### config.mk
export PLATFORM = sky130hd
export DESIGN_NAME = iir_direct_form_two_filter_flat
export DESIGN_NICKNAME = d
export VERILOG_FILES = /design/src/sv/iirdf2_pkg.sv /design/src/sv/iirdf2_if.sv /design/src/sv/iirdf2_cfg.sv /design/src/sv/iirdf2_ctrl.sv /design/src/sv/iirdf2_datapath.sv /design/src/sv/iir_direct_form_two_filter.sv /design/src/flat_wrapper.sv
export VERILOG_INCLUDE_DIRS = /design/src /design/src/sv
export SDC_FILE = /design/constraint.sdc
export NUM_CORES = 2
export LEC_CHECK = 0
export ABC_AREA = 1
export CAP_MARGIN = 15
export CORE_MARGIN = 4
export CORE_UTILIZATION = 60
export CTS_CLUSTER_SIZE = 12
export DETAILED_ROUTE_END_ITERATION = 8
export DONT_BUFFER_PORTS = 1
export GPL_TIMING_DRIVEN = 0
export PLACE_DENSITY_LB_ADDON = 0.12
export REMOVE_ABC_BUFFERS = 1
export SLEW_MARGIN = 40
export SYNTH_ARGS = -nofsm -noshare
export SYNTH_HDL_FRONTEND = slang
export SYNTH_SLANG_ARGS = --single-unit
### constraint.sdc
create_clock -name clk -period 6.5 [get_ports clk]
set_input_delay 1.95 -clock clk [delete_from_list [all_inputs] [get_ports clk]]
set_output_delay 1.95 -clock clk [all_outputs]
set_load 0.1 [all_outputs]
### src/sv/iir_direct_form_two_filter_macros.svh
// Assertion macros for the direct form II IIR filter.
// Included by the top level; relies on clk and rst_n in the including scope.
`ifndef IIR_DIRECT_FORM_TWO_FILTER_MACROS_SVH
`define IIR_DIRECT_FORM_TWO_FILTER_MACROS_SVH

// Check sampled on clk, switched off while reset is asserted
`define IIRDF2_ASSERT(name, prop, msg) \
    name: assert property (@(posedge clk) disable iff (!rst_n) (prop)) else $error(msg);

// Check sampled on clk that also holds while reset is asserted
`define IIRDF2_ASSERT_ALWAYS(name, prop, msg) \
    name: assert property (@(posedge clk) (prop)) else $error(msg);

`endif

### src/sv/iirdf2_pkg.sv
// Shared types and constants for the direct form II IIR filter.
// No dependencies; imported by every other file of the block but the macros header.
package iirdf2_pkg;

    // Field and arithmetic widths
    localparam int SAMPLE_W   = 16;
    localparam int COEF_W     = 18;
    localparam int DATA_W     = 24;
    localparam int PROD_W     = COEF_W + DATA_W;
    localparam int ACC_W      = PROD_W + 2;
    localparam int FRAC_BITS  = 14;
    localparam int RND_W      = ACC_W - FRAC_BITS;

    // Filter order limits
    localparam int MAX_TAPS   = 4;
    localparam int DEF_TAPS   = 4;
    localparam int IDX_W      = $clog2(MAX_TAPS);

    // Register map
    localparam int NUM_REGS   = 2 * MAX_TAPS;
    localparam int REG_IDX_W  = $clog2(NUM_REGS);
    localparam int APB_DATA_W = 32;
    localparam int APB_ADDR_W = REG_IDX_W + 2;

    typedef logic signed [COEF_W-1:0] coef_t;

    // Reset values: a0 = 1.0, b0 = 1.0, everything else zero
    localparam coef_t COEF_RESET [NUM_REGS] = '{
        coef_t'(16384), coef_t'(0), coef_t'(0), coef_t'(0),
        coef_t'(16384), coef_t'(0), coef_t'(0), coef_t'(0)
    };

    typedef enum logic [2:0] {
        ST_IDLE,
        ST_MAC_A,
        ST_DRAIN_A,
        ST_RND_W,
        ST_MAC_B,
        ST_DRAIN_B,
        ST_RND_Y
    } state_t;

    // Commands from the sequencer to the datapath
    typedef struct packed {
        logic             load;     // latch the accepted sample
        logic             issue;    // start one product
        logic             phase_b;  // forward coefficients when set, else feedback
        logic [IDX_W-1:0] idx;      // tap of this product
        logic             rnd_w;    // round and clip the internal value
        logic             rnd_y;    // round and clip output, shift delay line
    } cmd_t;

endpackage

### src/sv/iirdf2_if.sv
// Stream channel interfaces for the direct form II IIR filter.
// Depends on iirdf2_pkg for the field widths.
interface iirdf2_in_if import iirdf2_pkg::*; ();
    logic                       valid;
    logic                       ready;
    logic signed [SAMPLE_W-1:0] sample_in;

    modport source (output valid, output sample_in, input ready);
    modport sink   (input valid, input sample_in, output ready);
endinterface

interface iirdf2_out_if import iirdf2_pkg::*; ();
    logic                       valid;
    logic                       ready;
    logic signed [SAMPLE_W-1:0] sample_out;
    logic                       saturated;

    modport source (output valid, output sample_out, output saturated, input ready);
    modport sink   (input valid, input sample_out, input saturated, output ready);
endinterface

### src/sv/iirdf2_cfg.sv
// APB coefficient register file for the direct form II IIR filter.
// Depends on iirdf2_pkg for the register map and reset values.
module iirdf2_cfg
    import iirdf2_pkg::*;
(
    input  logic                  clk,
    input  logic                  rst_n,
    input  logic                  psel,
    input  logic                  penable,
    input  logic                  pwrite,
    input  logic [APB_ADDR_W-1:0] paddr,
    input  logic [APB_DATA_W-1:0] pwdata,
    output logic [APB_DATA_W-1:0] prdata,
    output logic                  pready,
    output coef_t                 coef [NUM_REGS]
);

    coef_t               coef_reg [NUM_REGS];
    logic [REG_IDX_W-1:0] reg_idx;
    logic                wr_en;

    assign reg_idx = paddr[APB_ADDR_W-1:2];
    assign wr_en   = psel && penable && pwrite;
    assign pready  = 1'b1;

    // Register write, upper data bits dropped
    always_ff @(posedge clk or negedge rst_n)
    begin
        if (!rst_n)
        begin
            for (int i = 0; i < NUM_REGS; i++)
            begin
                coef_reg[i] <= COEF_RESET[i];
            end
        end
        else if (wr_en)
        begin
            coef_reg[reg_idx] <= coef_t'(pwdata[COEF_W-1:0]);
        end
    end

    // Read back, zero extended
    assign prdata = {{(APB_DATA_W-COEF_W){1'b0}}, coef_reg[reg_idx]};

    always_comb
    begin
        for (int i = 0; i < NUM_REGS; i++)
        begin
            coef[i] = coef_reg[i];
        end
    end

endmodule

### src/sv/iirdf2_ctrl.sv
// Sequencer for the direct form II IIR filter: steps the shared multiplier
// through the feedback and forward taps. Depends on iirdf2_pkg.
module iirdf2_ctrl
    import iirdf2_pkg::*;
#(
    parameter int TAPS = DEF_TAPS
)
(
    input  logic clk,
    input  logic rst_n,
    input  logic in_valid,
    output logic in_ready,
    input  logic out_free,
    output cmd_t cmd
);

    localparam int CNT_W = (TAPS > 1) ? $clog2(TAPS) : 1;
    localparam logic [CNT_W-1:0] CNT_LAST = CNT_W'(TAPS - 1);

    state_t           state_reg, state_next;
    logic [CNT_W-1:0] cnt_reg, cnt_next;

    // State and tap counter
    always_ff @(posedge clk or negedge rst_n)
    begin
        if (!rst_n)
        begin
            state_reg <= ST_IDLE;
            cnt_reg   <= '0;
        end
        else
        begin
            state_reg <= state_next;
            cnt_reg   <= cnt_next;
        end
    end

    // Next state
    always_comb
    begin
        state_next = state_reg;
        cnt_next   = cnt_reg;
        case (state_reg)
            ST_IDLE:
            begin
                cnt_next = '0;
                if (in_valid)
                begin
                    state_next = ST_MAC_A;
                end
            end
            ST_MAC_A:
            begin
                if (cnt_reg == CNT_LAST)
                begin
                    state_next = ST_DRAIN_A;
                    cnt_next   = '0;
                end
                else
                begin
                    cnt_next = cnt_reg + 1'b1;
                end
            end
            ST_DRAIN_A:
            begin
                state_next = ST_RND_W;
            end
            ST_RND_W:
            begin
                state_next = ST_MAC_B;
                cnt_next   = '0;
            end
            ST_MAC_B:
            begin
                if (cnt_reg == CNT_LAST)
                begin
                    state_next = ST_DRAIN_B;
                    cnt_next   = '0;
                end
                else
                begin
                    cnt_next = cnt_reg + 1'b1;
                end
            end
            ST_DRAIN_B:
            begin
                state_next = ST_RND_Y;
            end
            ST_RND_Y:
            begin
                // wait here while the previous word is still unread
                if (out_free)
                begin
                    state_next = ST_IDLE;
                end
            end
            default:
            begin
                state_next = ST_IDLE;
                cnt_next   = '0;
            end
        endcase
    end

    // Outputs
    always_comb
    begin
        in_ready    = 1'b0;
        cmd         = '0;
        cmd.idx     = IDX_W'(cnt_reg);
        case (state_reg)
            ST_IDLE:
            begin
                in_ready = 1'b1;
                cmd.load = in_valid;
            end
            ST_MAC_A:
            begin
                cmd.issue = 1'b1;
            end
            ST_RND_W:
            begin
                cmd.rnd_w = 1'b1;
            end
            ST_MAC_B:
            begin
                cmd.issue   = 1'b1;
                cmd.phase_b = 1'b1;
            end
            ST_RND_Y:
            begin
                cmd.rnd_y = out_free;
            end
            default:
            begin
                cmd.idx = '0;
            end
        endcase
    end

endmodule

### src/sv/iirdf2_datapath.sv
// Datapath of the direct form II IIR filter: shared multiplier, accumulator,
// round and clip, delay line and output register. Depends on iirdf2_pkg.
module iirdf2_datapath
    import iirdf2_pkg::*;
#(
    parameter int TAPS = DEF_TAPS
)
(
    input  logic                       clk,
    input  logic                       rst_n,
    input  cmd_t                       cmd,
    input  logic signed [SAMPLE_W-1:0] sample_in,
    input  coef_t                      coef [NUM_REGS],
    output logic                       out_free,
    output logic                       out_valid,
    input  logic                       out_ready,
    output logic signed [SAMPLE_W-1:0] sample_out,
    output logic                       saturated
);

    localparam int DEPTH = TAPS - 1;

    logic signed [DATA_W-1:0]   x_reg;
    logic signed [DATA_W-1:0]   w_reg;
    logic signed [DATA_W-1:0]   dly_reg [DEPTH];
    logic                       hit_w_reg;

    coef_t                      coef_sel;
    logic signed [DATA_W-1:0]   data_sel;
    logic signed [PROD_W-1:0]   prod_next;
    logic signed [PROD_W-1:0]   prod_reg;
    logic                       p_vld_reg, p_first_reg, p_sub_reg;
    logic signed [ACC_W-1:0]    prod_ext;
    logic signed [ACC_W-1:0]    acc_reg;

    logic signed [ACC_W-1:0]    rnd_sum;
    logic signed [RND_W-1:0]    rnd_int;
    logic                       w_fits, y_fits;
    logic signed [DATA_W-1:0]   w_clip;
    logic signed [SAMPLE_W-1:0] y_clip;

    logic                       out_valid_reg;
    logic signed [SAMPLE_W-1:0] out_sample_reg;
    logic                       out_sat_reg;

    // Operand select: tap 0 takes the sample or the new internal value
    always_comb
    begin
        coef_sel = coef[{cmd.phase_b, cmd.idx}];
        data_sel = cmd.phase_b ? w_reg : x_reg;
        for (int j = 0; j < DEPTH; j++)
        begin
            if (cmd.idx == IDX_W'(j + 1))
            begin
                data_sel = dly_reg[j];
            end
        end
    end

    assign prod_next = coef_sel * data_sel;
    assign prod_ext  = {{(ACC_W-PROD_W){prod_reg[PROD_W-1]}}, prod_reg};

    // Product register and its tags
    always_ff @(posedge clk or negedge rst_n)
    begin
        if (!rst_n)
        begin
            p_vld_reg   <= 1'b0;
            p_first_reg <= 1'b0;
            p_sub_reg   <= 1'b0;
        end
        else
        begin
            p_vld_reg   <= cmd.issue;
            p_first_reg <= (cmd.idx == '0);
            p_sub_reg   <= !cmd.phase_b && (cmd.idx != '0);
        end
    end

    always_ff @(posedge clk)
    begin
        if (cmd.issue)
        begin
            prod_reg <= prod_next;
        end
    end

    // Accumulator: tap 0 loads, other feedback taps subtract, forward taps add
    always_ff @(posedge clk)
    begin
        if (p_vld_reg)
        begin
            if (p_first_reg)
            begin
                acc_reg <= prod_ext;
            end
            else if (p_sub_reg)
            begin
                acc_reg <= acc_reg - prod_ext;
            end
            else
            begin
                acc_reg <= acc_reg + prod_ext;
            end
        end
    end

    // Round half up from Q14, then clip by checking the sign extension bits
    assign rnd_sum = acc_reg + ACC_W'(1 << (FRAC_BITS - 1));
    assign rnd_int = rnd_sum[ACC_W-1:FRAC_BITS];
    assign w_fits  = (&rnd_int[RND_W-1:DATA_W-1]) || !(|rnd_int[RND_W-1:DATA_W-1]);
    assign y_fits  = (&rnd_int[RND_W-1:SAMPLE_W-1]) || !(|rnd_int[RND_W-1:SAMPLE_W-1]);
    assign w_clip  = w_fits ? rnd_int[DATA_W-1:0]
                            : {rnd_int[RND_W-1], {(DATA_W-1){!rnd_int[RND_W-1]}}};
    assign y_clip  = y_fits ? rnd_int[SAMPLE_W-1:0]
                            : {rnd_int[RND_W-1], {(SAMPLE_W-1){!rnd_int[RND_W-1]}}};

    // Sample and internal value
    always_ff @(posedge clk)
    begin
        if (cmd.load)
        begin
            x_reg <= {{(DATA_W-SAMPLE_W){sample_in[SAMPLE_W-1]}}, sample_in};
        end
        if (cmd.rnd_w)
        begin
            w_reg     <= w_clip;
            hit_w_reg <= !w_fits;
        end
    end

    // Delay line, shifted once per sample when the result is stored
    always_ff @(posedge clk or negedge rst_n)
    begin
        if (!rst_n)
        begin
            for (int j = 0; j < DEPTH; j++)
            begin
                dly_reg[j] <= '0;
            end
        end
        else if (cmd.rnd_y)
        begin
            dly_reg[0] <= w_reg;
            for (int j = 1; j < DEPTH; j++)
            begin
                dly_reg[j] <= dly_reg[j-1];
            end
        end
    end

    // Output register
    always_ff @(posedge clk or negedge rst_n)
    begin
        if (!rst_n)
        begin
            out_valid_reg <= 1'b0;
        end
        else if (cmd.rnd_y)
        begin
            out_valid_reg <= 1'b1;
        end
        else if (out_ready)
        begin
            out_valid_reg <= 1'b0;
        end
    end

    always_ff @(posedge clk)
    begin
        if (cmd.rnd_y)
        begin
            out_sample_reg <= y_clip;
            out_sat_reg    <= hit_w_reg || !y_fits;
        end
    end

    assign out_free   = !out_valid_reg || out_ready;
    assign out_valid  = out_valid_reg;
    assign sample_out = out_sample_reg;
    assign saturated  = out_sat_reg;

endmodule

### src/sv/iir_direct_form_two_filter.sv
// Direct form II IIR filter, top level.
// Channels: samples (sink) carries one signed 16-bit word per input sample;
// results (source) carries the filtered 16-bit sample and a saturated flag.
// Coefficients a0..a3 and b0..b3 are Q3.14, written over the APB port at
// byte address 4*i; pready is tied high, reads return the stored value.
// One multiplier is shared over all products: TAPS feedback products, then
// TAPS forward products, each followed by a drain state and a round state.
// Samples is ready only while the sequencer is idle: a new sample is not
// taken before the sequencer is through with the last one.
// A finished word sits in the output register; the next sample is accepted
// meanwhile, and its result waits in the round stage until the receiver
// takes the earlier word, so nothing is lost or repeated.
// Reset (rst_n low, asynchronous) clears the delay line, loads a0 = b0 = 1.0
// and all other coefficients 0, and empties the output register.
// Depends on iirdf2_pkg, the interfaces, iirdf2_cfg, iirdf2_ctrl and
// iirdf2_datapath; assertions come from the macros header.
`include "iir_direct_form_two_filter_macros.svh"

module iir_direct_form_two_filter
    import iirdf2_pkg::*;
#(
    parameter int TAPS = DEF_TAPS
)
(
    input  logic                  clk,
    input  logic                  rst_n,
    input  logic                  psel,
    input  logic                  penable,
    input  logic                  pwrite,
    input  logic [APB_ADDR_W-1:0] paddr,
    input  logic [APB_DATA_W-1:0] pwdata,
    output logic [APB_DATA_W-1:0] prdata,
    output logic                  pready,
    iirdf2_in_if.sink             samples,
    iirdf2_out_if.source          results
);

    coef_t coef [NUM_REGS];
    cmd_t  cmd;
    logic  out_free;

    iirdf2_cfg u_cfg (
        .clk     (clk),
        .rst_n   (rst_n),
        .psel    (psel),
        .penable (penable),
        .pwrite  (pwrite),
        .paddr   (paddr),
        .pwdata  (pwdata),
        .prdata  (prdata),
        .pready  (pready),
        .coef    (coef)
    );

    iirdf2_ctrl #(
        .TAPS (TAPS)
    ) u_ctrl (
        .clk      (clk),
        .rst_n    (rst_n),
        .in_valid (samples.valid),
        .in_ready (samples.ready),
        .out_free (out_free),
        .cmd      (cmd)
    );

    iirdf2_datapath #(
        .TAPS (TAPS)
    ) u_dp (
        .clk        (clk),
        .rst_n      (rst_n),
        .cmd        (cmd),
        .sample_in  (samples.sample_in),
        .coef       (coef),
        .out_free   (out_free),
        .out_valid  (results.valid),
        .out_ready  (results.ready),
        .sample_out (results.sample_out),
        .saturated  (results.saturated)
    );

    // One sample in flight: an accepted word closes the input until done
    `IIRDF2_ASSERT(a_busy_after_accept, samples.valid && samples.ready |=> !samples.ready, "input accepted while busy")
    // Products are only issued for taps that exist
    `IIRDF2_ASSERT_ALWAYS(a_tap_range, cmd.issue |-> (cmd.idx <= IDX_W'(TAPS - 1)), "tap index out of range")
    // A new result word only appears after a round-output step
    `IIRDF2_ASSERT(a_result_source, $rose(results.valid) |-> $past(cmd.rnd_y), "result without round step")

endmodule
### src/flat_wrapper.sv
// flat-port wrapper written by rule: the top's interface ports become plain ports
module iir_direct_form_two_filter_flat import iirdf2_pkg::*;
#(
    parameter int TAPS = DEF_TAPS
)
  (clk, rst_n, psel, penable, pwrite, paddr, pwdata, prdata, pready, samples_valid, samples_sample_in, samples_ready, results_valid, results_sample_out, results_saturated, results_ready);
  iirdf2_in_if samples_i ();
  iirdf2_out_if results_i ();
  input  logic clk;
  input  logic rst_n;
  input  logic psel;
  input  logic penable;
  input  logic pwrite;
  input  logic [APB_ADDR_W-1:0] paddr;
  input  logic [APB_DATA_W-1:0] pwdata;
  output logic [APB_DATA_W-1:0] prdata;
  output logic pready;
  input wire logic [$bits(samples_i.valid)-1:0] samples_valid;
  input wire logic [$bits(samples_i.sample_in)-1:0] samples_sample_in;
  output wire logic [$bits(samples_i.ready)-1:0] samples_ready;
  output wire logic [$bits(results_i.valid)-1:0] results_valid;
  output wire logic [$bits(results_i.sample_out)-1:0] results_sample_out;
  output wire logic [$bits(results_i.saturated)-1:0] results_saturated;
  input wire logic [$bits(results_i.ready)-1:0] results_ready;
  assign samples_i.valid = samples_valid;
  assign samples_i.sample_in = samples_sample_in;
  assign samples_ready = samples_i.ready;
  assign results_valid = results_i.valid;
  assign results_sample_out = results_i.sample_out;
  assign results_saturated = results_i.saturated;
  assign results_i.ready = results_ready;
  iir_direct_form_two_filter #(.TAPS(TAPS)) u_core (.clk(clk), .rst_n(rst_n), .psel(psel), .penable(penable), .pwrite(pwrite), .paddr(paddr), .pwdata(pwdata), .prdata(prdata), .pready(pready), .samples(samples_i), .results(results_i));
endmodule
Word level (Yosys, flattened, before mapping)

Cells that the tools add are included.

Flip-flop bits (word level): 369
Latch bits: 0
RAM bits: 0
Memory bits (read-only): 0
Input port bits: 60
Output and inout port bits: 52
Word-level logic and storage cells: 108
Memories: 0

$add $sub $neg: 4
Multiply operators: 1
Div/mod/pow operators: 0
Magnitude comparators: 3
Eq/ne operators: 14
Shift-type cells: 0
Muxes and demuxes: 33
Bitwise gates (word level): 2
Reduce and logical (&&, ||, !) cells: 27

Operator list:

| operator                                                          | count |
|---|---|
| 144-bit bitwise mux                                               | 1 |
| 24-bit 2-to-1 mux                                                 | 5 |
| 18-bit binary-select mux with 3-bit select                        | 2 |
| 18-bit 2-to-1 mux                                                 | 5 |
| 44-bit 2-to-1 mux                                                 | 2 |
| 18-bit demux with 3-bit select                                    | 1 |
| 44-bit by 15-bit adder with 44-bit output (second input constant) | 1 |
| 44-bit by 42-bit adder with 44-bit output                         | 1 |
| 44-bit by 42-bit subtractor with 44-bit output                    | 1 |
| 18-bit by 24-bit multiplier with 42-bit output                    | 1 |
| 3-bit one-hot mux with 7 select lines                             | 1 |
| 16-bit 2-to-1 mux                                                 | 1 |
| 15-bit AND reduction                                              | 1 |
| 15-bit OR reduction                                               | 1 |
| 3-bit 2-to-1 mux                                                  | 4 |
| 3-bit == test (second input constant)                             | 3 |
| 4-bit >= comparator (second input constant)                       | 2 |
| 1-bit 2-to-1 mux                                                  | 8 |
| 2-bit inequality test (second input constant)                     | 4 |
| 3-bit NOT with 4-bit output                                       | 2 |
| 1-bit logical NOT                                                 | 7 |
| 7-bit AND reduction                                               | 1 |
| 7-bit OR reduction                                                | 1 |
| 2-bit == test (second input constant)                             | 3 |
| 16 further kinds                                                  | 25 |

Logic depth before layout (Yosys ltp)

Word-level depth: 8
Depth in mapped cells: 39
Gate-level depth less buffers: 37

Cells and area by module

Synthesis repeated with hierarchy kept, for this count alone.

Cells, all modules: 5072
Area total of the unflattened synthesis: 38680.8 um2

By module, submodules not included:

| module          | instances | cells an instance | area an instance (um2) | seq. area each (um2) |
|---|---|---|---|---|
| iirdf2_datapath | 1         | 4005              | 30795.8                | 6226.0 |
| iirdf2_cfg      | 1         | 1013              | 7465.9                 | 3606.0 |
| iirdf2_ctrl     | 1         | 54                | 419.2                  | 125.1 |

Least setup slack after synthesis

No wires, ideal clock.

Path type: register to register
Start: register u_core.u_ctrl.state_reg[2]
End: register u_core.u_dp.prod_reg[41], data pin
Setup time: 261 ps
Data arrival time: 6399 ps
Data required time: 6239 ps
Setup slack: -159 ps
Stages on the path, launching flop included: 35
Path buffers: 2
Period minus slack after synthesis: 6659 ps
Cell sequence: dfrtp_1 -> inv_2 -> nand3_4 -> nand2_4 -> nor2_4 -> nand2_2 -> inv_2 -> buf_4 -> a22oi_1 -> nand2_1 -> nand2_1 -> nand2_1 -> buf_2 -> inv_1 -> nor2_1 -> fa_1 -> fa_1 -> ha_1 -> inv_1 -> fa_1 -> inv_1 -> fa_1 -> inv_1 -> fa_1 -> inv_1 -> ha_1 -> nand2_1 -> nor2_1 -> inv_1 -> nor2_1 -> inv_1 -> nor3_1 -> nand3_1 -> nand3_1 -> xor2_1

Longest elaborated chain between the ends: 8
Elaborated cells between the ends (all ways): 20
Those cells by class: 1 x mul; 7 x eq/ne; 9 x mux; 1 x bitwise; 2 x reduce/logical

Ends and longest elaborated chain:

| item                                                                                                          | RTL line                                     | RTL |
|---|---|---|
| start, declared                                                                                               | iirdf2_ctrl.sv:20                            | `state_t state_reg, state_next;` |
| start signal, assigned                                                                                        | iirdf2_ctrl.sv:33                            | `state_reg <= state_next;` |
| 3-bit == test (tied with other cells)                                                                         | iirdf2_ctrl.sv:111                           | `case (state_reg)` |
| 5-bit OR reduction (no line)                                                                                  | --                                           |  |
| 2-bit 2-to-1 mux                                                                                              | iirdf2_ctrl.sv:111                           |  |
| 3-bit NOT with 4-bit output (implied by the code) or 2-bit by 1-bit == test with 1-bit output (tied branches) | iirdf2_datapath.sv:49, iirdf2_datapath.sv:53 |  |
| 18-bit binary-select mux with 3-bit select or 24-bit 2-to-1 mux (tied branches)                               | iirdf2_datapath.sv:49, iirdf2_datapath.sv:53 |  |
| 18-bit 2-to-1 mux (implied by the code) or 24-bit 2-to-1 mux (tied branches) (2 in series)                    | iirdf2_datapath.sv:49, iirdf2_datapath.sv:53 |  |
| 18-bit by 24-bit multiplier with 42-bit output (*)                                                            | iirdf2_datapath.sv:60                        | `assign prod_next = coef_sel * data_sel;` |
| via u_core.u_dp.prod_next[41]                                                                                 | iirdf2_datapath.sv:30                        | `logic signed [PROD_W-1:0] prod_next;` |
| end signal, assigned                                                                                          | iirdf2_datapath.sv:84                        | `prod_reg <= prod_next;` |
| end, declared                                                                                                 | iirdf2_datapath.sv:31                        | `logic signed [PROD_W-1:0] prod_reg;` |

Mark *: on every way through the listed nets, which the timed path passes. The rest lies on a longest branch. The select of a mux whose other input is x is not followed.
A chain may end at the register's enable or synchronous reset.

Worst setup path in the final report

Start: register u_core.u_ctrl.state_reg[0]
End: register u_core.u_dp.prod_reg[38], data pin

The elaborated chain is that of the path after synthesis.

==> flow_summary_export.csv <==
group,metric,value,unit
status,status,"complete, but fails checks",
status,failed_checks,"negative setup slack",
setup_path,required,6.80,ns
synth,synth_top_area_share,22.7,%
setup_path,ff2ff_setup_slack,-1.00,ns
setup_path,cp_slowest_cell,"fa_2",
min_path,worstHoldPathCells,2,
cells_and_area,drive_gt1_share,21.1,%
placed_design,routabilityCongestion,1.01,
route,firstDrtPassIters,9,
route,vias,36300,
synth,synth_top_area_cell,"fa_1",
synth,synth_cell_type_count,63,
route,ant_nets,0,
setup_path,reg2reg_from,"u_core.u_ctrl.state_reg[0]",
synth,ys.flop_type,"dfrtp_1",
global_routing,grt_overflow,0,
min_path,min_path_type,"flip-flop to flip-flop",
synth,ys_seq_elements,369,
setup_path,r2r_cells,29,
route,via_per_inst,6.19,
global_routing,grt_pass1_vias,34600,
timing,setup_viol_count_final,32,
floorplanning,die_h,258,um
route,dr.first_iter.drc_count,4750,
setup_path,cp.arrival,7.80,ns
setup_path,slowest_delay,0.69,ns
route,wl,146000,um
global_routing,grt_max_degree,226,
cts,cts_buffer_depth,3,
timing,postLayoutSetupSlackWorst,-1.00,ns
timing,hold_viol_final,0,
timing,fin_crit_sh,115,%
cells_and_area,area_growth,22.7,%
floorplanning,die-area,0.0667,sq mm
cts,cts_tree,"built",
timing,period_needed,7.50,ns
cells_and_area,final_nets,5624,
cells_and_area,final_cell_mix,"nand2_1, inv_1, nor2_1",
cells_and_area,n_fill_cell,4268,
placed_design,port_buffers,0,
route,drc_errors,0,
floorplanning,rows,91,
timing,fmax,133,MHz
setup_path,r2r-end,"u_core.u_dp.prod_reg[38]",
setup_path,startpoint_type,"flip-flop",
setup_path,crit_fanout,13,
timing,maxSlewViolCount,0,
cts,htreeDepth,2,
setup_path,critPathKind,"flip-flop to flip-flop",
placed_design,hpwl,90200,um
synth,synth.avg_cell_area,7.94,sq um
floorplanning,core,0.0618,sq mm
min_path,min-delay-start,"u_core.u_dp.dly_reg[14]",
flow_run,maxCapViolCount,0,
synth,synth_area_leaders,"fa_1, dfrtp_1, nand2_1",
timing,max_slew_margin,40.6,%
cts,clockRootBuffer,"clkbuf_16",
placed_design,pre_cts_ws,-3.15,ns
setup_path,crit_start,"u_core.u_ctrl.state_reg[0]",
floorplanning,ios,112,
min_path,hold_path_end,"u_core.u_dp.dly_reg[14]",
global_routing,grt_pass1_wl,202000,um
synth,ys.warnings.count,0,
cts,cts.sinks,369,
setup_path,path_common_cell,"fa_1",
synth,synth_seq_area_share,26.5,%
global_routing,grt_usage,39.6,%
cts,insertion_delay,0.59,ns
cts,path_clk_slew,0.06,ns
route,wire_per_inst,25.0,um
floorplanning,start_util,60.8,%
timing,worst_pin_slew,0.893,ns
synth,netlist_area,0.0376,sq mm
cts,cts_buffers,41,
floorplanning,die_w,258,um
setup_path,endpoint_kind,"flip-flop",
timing,clock_skew,0.0444,ns
timing,rsz0062_at_grt,"yes",
global_routing,antenna_found_initial,3,
synth,synthArstFlopShare,61.0,%
cts,cts.hold.buffers_added,0,
synth,postSynthCellCount,4731,
cells_and_area,final_common_cell,"nand2_1",
synth,synth_edf_count,144,
cells_and_area,largest_reg_flops,144,
==> logic make-up after synthesis <==
logic type / after synthesis / synth area share, %
adders and majority gates: 577 / 27.7
and+or+nand+nor: 1922 / 21.0
AOI/OAI and AO/OA: 739 / 11.4
xor gates and xnor gates: 99 / 2.31
buffers and inverters: 1023 / 11.0
DFF: 369 / 26.5
other: 2 / 0.0200
==> cells in the mapped netlist (all sizes together), types with 25 or more instances <==
master and n:
clkbuf 68, inv 859, a21oi 133, xor2 79
nand4 33, nand2 1200, nand3 133, dfrtp 223
a22oi 32, nor3 25, nor2 483, buf 95
fa 426, edfxtp 144, ha 151, o21ai 419
o22ai 28
==> critical path, delay by kind of cell, from the launching register on <==
kind,cells,cell delay (ns)
compound gates,5,1.17
xor+xnor,1,0.19
fa+ha+maj,7,3.39
buf+inv,10,1.18
flops,1,0.53
simple gates,6,0.73
==> layer usage <==
| metal | global-route usage, % | up-vias | wire length (um) | share of wire [%] |
|---|---|---|---|---|
| li1 | - | 15300 | - | - |
| met1 | 52.1 | 17200 | 50600 | 35 |
| met5 | 0 | - | 13 | 0.0089 |
| met3 | 10.4 | 885 | 21200 | 15 |
| met2 | 60.8 | 2871 | 62300 | 43 |
| met4 | 21.1 | 2 | 12100 | 8.3 |
==> how the worst max path moves through the flow <==
stage | cells after the start | end
finish | 29 | u_core.u_dp.prod_reg[38]
global route | 31 | u_core.u_dp.prod_reg[40]
CTS | 34 | u_core.u_dp.prod_reg[41]
detailed placement | 32 | u_core.u_dp.prod_reg[41]
global placement | 4 | u_core.u_dp.dly_reg[33]
floorplan | 32 | u_core.u_dp.prod_reg[41]
==> through the flow <==
stage	hold WS (ns)	setup TNS, ns	cells	instance area (sq um)	utilization [%]
2_1_floorplan	0.442	-72.04	4581	36700	-
3_3_place_gp	0.455	-324.31	5418	37800	61.1
3_5_place_dp	0.463	-90.01	5453	38700	62.6
4_1_cts	0.476	-8.74	5769	44300	71.6
5_1_grt	0.491	-25.21	5855	46100	74.6
6_report	0.477	-22.92	5856	46100	74.6
==> final cells by class <==
type / count / area (sq um) / area share (%)
multi-input cells: 3362 / 26500 / 57.5
flip-flops and latches: 369 / 9970 / 21.6
inverters: 860 / 3560 / 7.72
repair buffers: 340 / 3550 / 7.69
clock buffers: 63 / 1240 / 2.69
well taps: 837 / 1050 / 2.27
repair inverters: 13 / 118 / 0.255
clock inverters: 10 / 113 / 0.244
diodes: 2 / 5.00 / 0.0109
==> repair_timing <==
| action | in CTS | in global routing |
|---|---|---|
| pin swaps | 185 | 192 |
| buffers inserted | 225 | 78 |
| gates cloned | 19 | 7 |
| endpoints found under the setup margin | 37 | 32 |
| resized for setup | 545 | 294 |
Power is left out: the tool's default activity adds up to more than one toggle a clock period on the data nets, which glitch-free logic cannot reach.
